`src/design/mi3_pkg.sv`:
```
// shared constants, types and helpers for the 3x3 matrix inverse unit
package mi3_pkg;

    localparam int MATRIX_DIM   = 3;
    localparam int N_ELEM       = MATRIX_DIM * MATRIX_DIM;
    localparam int ELEM_W       = 16;
    localparam int OUT_W        = 32;
    localparam int IN_FRAC_DEF  = 8;
    localparam int OUT_FRAC_DEF = 16;
    localparam int PROD_W       = 2 * ELEM_W;        // minor product
    localparam int COF_W        = PROD_W + 1;        // cofactor, signed
    localparam int DETP_W       = COF_W + ELEM_W;    // element times cofactor
    localparam int DSUM_W       = DETP_W + 2;        // sum of three
    localparam int DMAG_W       = 48;                // |det| < 3 * 2^46
    localparam int NMAG_W       = 32;                // |cofactor| <= 2^31
    localparam int QB           = 34;                // quotient bits kept below overflow bit
    localparam int MAG64_W      = 64;

    typedef struct packed {
        logic [OUT_W-1:0] val;
        logic             sat;
    } clip_t;

    // clip a sign and magnitude pair to a signed 32-bit word
    function automatic clip_t clip32(input logic neg, input logic [MAG64_W-1:0] mag);
        clip_t r;
        r.sat = 1'b0;
        if (neg && (mag != '0))
        begin
            if (mag > 64'h0000_0000_8000_0000)
            begin
                r.sat = 1'b1;
                r.val = 32'h8000_0000;
            end
            else
            begin
                r.val = OUT_W'(~mag + 64'd1);
            end
        end
        else
        begin
            if (mag > 64'h0000_0000_7FFF_FFFF)
            begin
                r.sat = 1'b1;
                r.val = 32'h7FFF_FFFF;
            end
            else
            begin
                r.val = mag[OUT_W-1:0];
            end
        end
        return r;
    endfunction

endpackage

```
`src/design/mi3_cof_lane.sv`:
```
// one cofactor lane: two products of a 2x2 minor, difference, sign
module mi3_cof_lane
    import mi3_pkg::*;
(
    input  logic                     clk,
    input  logic                     ce,
    input  logic signed [ELEM_W-1:0] p,
    input  logic signed [ELEM_W-1:0] q,
    input  logic signed [ELEM_W-1:0] s,
    input  logic signed [ELEM_W-1:0] t,
    input  logic                     neg,
    output logic signed [COF_W-1:0]  cof
);

    logic signed [PROD_W-1:0] pt_reg;
    logic signed [PROD_W-1:0] qs_reg;
    logic                     neg_reg;
    logic signed [COF_W-1:0]  cof_reg;
    logic signed [COF_W-1:0]  diff;

    always_ff @(posedge clk)
    begin
        if (ce)
        begin
            pt_reg  <= p * t;
            qs_reg  <= q * s;
            neg_reg <= neg;
            cof_reg <= neg_reg ? -diff : diff;
        end
    end

    assign diff = COF_W'(pt_reg) - COF_W'(qs_reg);
    assign cof  = cof_reg;

endmodule

```
`config.mk`:
```
export PLATFORM = sky130hd
export DESIGN_NAME = mi3_cof_lane
export DESIGN_NICKNAME = d
export VERILOG_FILES = /design/src/design/mi3_pkg.sv /design/src/design/mi3_cof_lane.sv
export SDC_FILE = /design/constraint.sdc
export NUM_CORES = 2
export LEC_CHECK = 0
export CAP_MARGIN = 20
export CORE_MARGIN = 1.5
export CORE_UTILIZATION = 45
export CTS_BUF_LIST = sky130_fd_sc_hd__clkbuf_16
export DETAILED_ROUTE_END_ITERATION = 6
export DONT_BUFFER_PORTS = 1
export GPL_ROUTABILITY_DRIVEN = 0
export GPL_TIMING_DRIVEN = 1
export PLACE_DENSITY = 0.66
export SETUP_SLACK_MARGIN = 0.3
export SKIP_LAST_GASP = 1
export SYNTH_ARGS = -nofsm -noshare
export SYNTH_HDL_FRONTEND = slang
export SYNTH_SLANG_ARGS = --single-unit
export TNS_END_PERCENT = 20
```
`constraint.sdc`:
```
create_clock -name clk -period 16.04 [get_ports clk]
set_input_delay 3.208 -clock clk [delete_from_list [all_inputs] [get_ports clk]]
set_output_delay 3.208 -clock clk [all_outputs]
set_load 0.01 [all_outputs]
```
==> results list <==
* Met3 track demand over resource: 2.97%
- The die is between 200 and 250 um wide.
- For this design, the sink count on the clock tree is 98.
- Crit path max-delay cell type: sky130_fd_sc_hd__fa_1
- Clock latency on the worst-skew pair, taken at its later pin, is 0.36 ns.
- The largest total area in the synthesized netlist belongs to sky130_fd_sc_hd__fa_1.
- After detailed routing, the number of remaining DRC violations is 0.
- In this run the mean area of a mapped cell was ~9.5 um2.
* Detail-routed via count per cell: 5.23
- In this run, synthesis inferred 98 flip-flops with an integrated enable.
- The routed layout has 17300 vias.
- Yosys printed 0 warnings.
- Htree depth: 3
* Wire length of the first global-routing pass: 92600 um
* Detailed Route Iter0 Violations: about 890
- Pin placement for this block handled 100 I/O pins.
* Critical path class: in2reg
- The total area inside the core boundary comes to 55200 um2.
- Pin count of the biggest net entering global routing: 99
* Worst min-delay path class: reg2reg
* Measured slew at the worst slew-check pin: about 1.1 ns
- RSZ-0062 raised after global routing: false
- Syn_nets: 3432
- For this run, the slowest stage of the critical path takes about 0.8 ns.
- Final Cycle Share: 55.3%
* Cell types occupying the most area after synthesis: sky130_fd_sc_hd__fa_1, sky130_fd_sc_hd__edfxtp_1, sky130_fd_sc_hd__ha_1
* Clock-pin slew reported for the worst setup and hold paths after clock tree synthesis: 0.07 ns
- Floorplan die area: 57300 um2
- In this run the tool buffered the top-level ports with 0 buffer cells.
- In this run the biggest area consumer among cell types represents 41.8% of the synthesized area.
* Top flip-flop cell by instance count after synthesis: sky130_fd_sc_hd__edfxtp_1
* Critical Path RT: 16.15 ns
- Run status: finished, final reports clean
- Clock root cell: sky130_fd_sc_hd__clkbuf_16
- The worst register-to-register path has a setup slack of 11.77 ns.
* Total global routing overflow: 0
- Measured against its own limit, the worst slew margin works out to ~28%.
- Summed over all failing endpoints, the final setup total negative slack is 0 ns.
- The net count of the finished layout is 3356.
- Final WS setup: ~7.2 ns
* Post-place setup slack: a little under 7 ns
* Cell seen most often among critical-path stages: sky130_fd_sc_hd__fa_1
- Sort of element at the end of the critical path: flop
- The first detailed-routing pass took 6 iterations.
- Total Wirelength: around 54000 um
* Number of buffers inserted by hold repair at cts: 0
* Number of instances in the synthesized netlist: 2643
- Counting distinct cell types in the post-synthesis netlist gives 65.
- Most instantiated library cell after synthesis: sky130_fd_sc_hd__inv_1
- Hold is met by 0.721 ns.
- For this run, global-route usage on met2 was measured as around 36%.
- Total routing resource utilization after global routing: 20.2%
* DR WL/cell: 16.3 um
- Once the clock tree was built, the resizer swapped 0 gates to a different size.
- STA classifies the critical path startpoint as an input pin.
* Summed instance area of the synthesized netlist: 25100 um2
- Flip-flop count of the largest register after layout: 33
- Seq cells post-synth: between 90 and 100
- Of all nets on the critical path, the largest fanout is 16.
- Antenna violations before repair: 1
- Detailed placement ended at an HPWL of 45000 um.
- The critical path contains buffers and inverters numbering 3 combined.
- Number of cell rows: between 80 and 90
- Count of pins over their slew limit: 0
- The via count of the first global-routing pass was 19000.
- Derived from the worst setup path, the maximum achievable clock frequency is approximately 110 MHz.
- Min Tclk post-route: 8.87 ns
- Initial Utilization: 45.5%
- The area growth from synthesis to layout is 3.46%.
* Global-route track usage on met1: 25.2%
- Traced cell by cell, the critical path runs through nand2_1 > inv_1 > fa_1 > fa_1 > fa_1 > fa_1 > fa_1 > inv_1 > fa_1 > inv_1 > ha_1 > a21o_1 > a21o_1 > a21o_1 > a221o_1 > a31oi_1 > a21oi_1 > o21ai_0 > nand2b_1 > a21oi_1 > xnor2_1.
- Buffers added to address setup during post-CTS repair amount to 0.
- Final hold violation count: 0
- The count of nets left with antenna violations once routing finished came out at 0.
* Cell family contributing the most delay on the critical path: adder cells
- Max capacitance violation total: 0
* Worst-case clock skew: 0.00937 ns
- Setup violations remaining at the end of the flow were counted as 0.
- After synthesis, the most frequently instantiated cells are sky130_fd_sc_hd__inv_1, sky130_fd_sc_hd__fa_1, sky130_fd_sc_hd__nand2_1.
- Util after Layout: 47.1%
* Buffer depth of the longest clock path: 2
- Worst endpoint data arrival time: about 9.0 ns
* Fraction of layout cells with a size suffix above 1: under 10%
- TritonCTS built the clock tree.
- The repair_antennas step left the layout with diodes totalling 0.
- Cts bufs inserted: 9
- Global routing's busiest layer: met2
- Of all flip-flops after synthesis, the portion carrying an async set or reset was 0%.
- The die is 239 um tall.
- For this run, the register share of the synthesized area comes to 11.7%.
-- worst paths after layout --
check | startpoint | to | depth (start not counted)
worst min-delay path | qs_reg[0] | cof[0] | 2
worst min register to register | qs_reg[0] | cof[0] | 2
worst max-delay path | q[15] | qs_reg[30] | 21
worst max register to register | pt_reg[0] | cof[24] | 14
-- cell type report --
type	count	area, um2
Clock inverter	7	46.3
Multi-Input combinational cell	1839	19500
Inverter	619	2320
Sequential cell	98	2940
Tap cell	748	936
Fill cell	5111	29200
Clock buffer	9	225
-- logic make-up (layout without fill, tap and decap cells) --
kind of cell             Yosys count  in the layout  synth area share [%]
flip-flops                        98             98                  11.7
multiplexers                       5              5                 0.199
AND/OR/NAND/NOR                  716            716                  14.3
adder cells (fa/ha/maj)          722            722                  51.6
AO/OA/AOI/OAI                    268            268                  7.14
XOR/XNOR                         128            128                  4.46
buffers and inverters            706            635                  10.6
-- stage by stage --
stage	cells	instance area, um2
floorplan	2643	25100
global placement	3304	25700
detailed placement	3304	25700
CTS	3320	26000
global route	3320	26000
finish	3320	26000
-- layer usage --
metal | vias up | share of wire (%)
li1 | 7876 | -
met1 | 8986 | 40
met2 | 392 | 52
met3 | 95 | 4.8
met4 | 0 | 3.0
met5 | - | 0
-- cells in the final DEF, fill, tap and decap left out, types with 3 or more instances in the layout --
cell                        instances
sky130_fd_sc_hd__inv_1            620
sky130_fd_sc_hd__fa_1             525
sky130_fd_sc_hd__nand2_1          290
sky130_fd_sc_hd__and2_1           255
sky130_fd_sc_hd__ha_1             197
sky130_fd_sc_hd__xnor2_1           98
sky130_fd_sc_hd__edfxtp_1          98
sky130_fd_sc_hd__nor2_1            73
sky130_fd_sc_hd__a21oi_1           71
sky130_fd_sc_hd__o21ai_0           49
sky130_fd_sc_hd__a21o_1            36
sky130_fd_sc_hd__xor2_1            30
sky130_fd_sc_hd__o21bai_1          18
sky130_fd_sc_hd__nand3_1           17
sky130_fd_sc_hd__nor3_1            17
sky130_fd_sc_hd__nand2b_1          16
sky130_fd_sc_hd__o21a_1            12
sky130_fd_sc_hd__nand4_1           11
sky130_fd_sc_hd__o21ai_1           10
sky130_fd_sc_hd__clkbuf_16          9
sky130_fd_sc_hd__a211o_1            8
sky130_fd_sc_hd__a31oi_1            8
sky130_fd_sc_hd__o31ai_1            8
sky130_fd_sc_hd__a211oi_1           7
sky130_fd_sc_hd__and3_1             6
sky130_fd_sc_hd__nor2b_1            5
sky130_fd_sc_hd__o211ai_1           5
sky130_fd_sc_hd__or3_1              5
sky130_fd_sc_hd__mux2i_1            5
sky130_fd_sc_hd__o2111ai_1          4
sky130_fd_sc_hd__nand3b_1           4
sky130_fd_sc_hd__a41oi_1            3
sky130_fd_sc_hd__o41ai_1            3
sky130_fd_sc_hd__o211a_1            3
-- worst register-to-register path, cell delays in order (launching register included) --
cell                       delay, ns
sky130_fd_sc_hd__edfxtp_1       0.36
sky130_fd_sc_hd__inv_1          0.10
sky130_fd_sc_hd__ha_1           0.18
sky130_fd_sc_hd__inv_1          0.05
sky130_fd_sc_hd__fa_1           0.41
sky130_fd_sc_hd__a21oi_1        0.28
sky130_fd_sc_hd__o21ai_1        0.12
sky130_fd_sc_hd__a21oi_1        0.43
sky130_fd_sc_hd__o21bai_1       0.14
sky130_fd_sc_hd__xor2_1         0.19
sky130_fd_sc_hd__or3_4          0.43
sky130_fd_sc_hd__or4_4          0.58
sky130_fd_sc_hd__or2_1          0.29
sky130_fd_sc_hd__o21ai_1        0.18
sky130_fd_sc_hd__xnor2_1        0.28
Power is not shown: default switching activity piles up to over one toggle a cycle in this logic, so the estimate is an artifact.
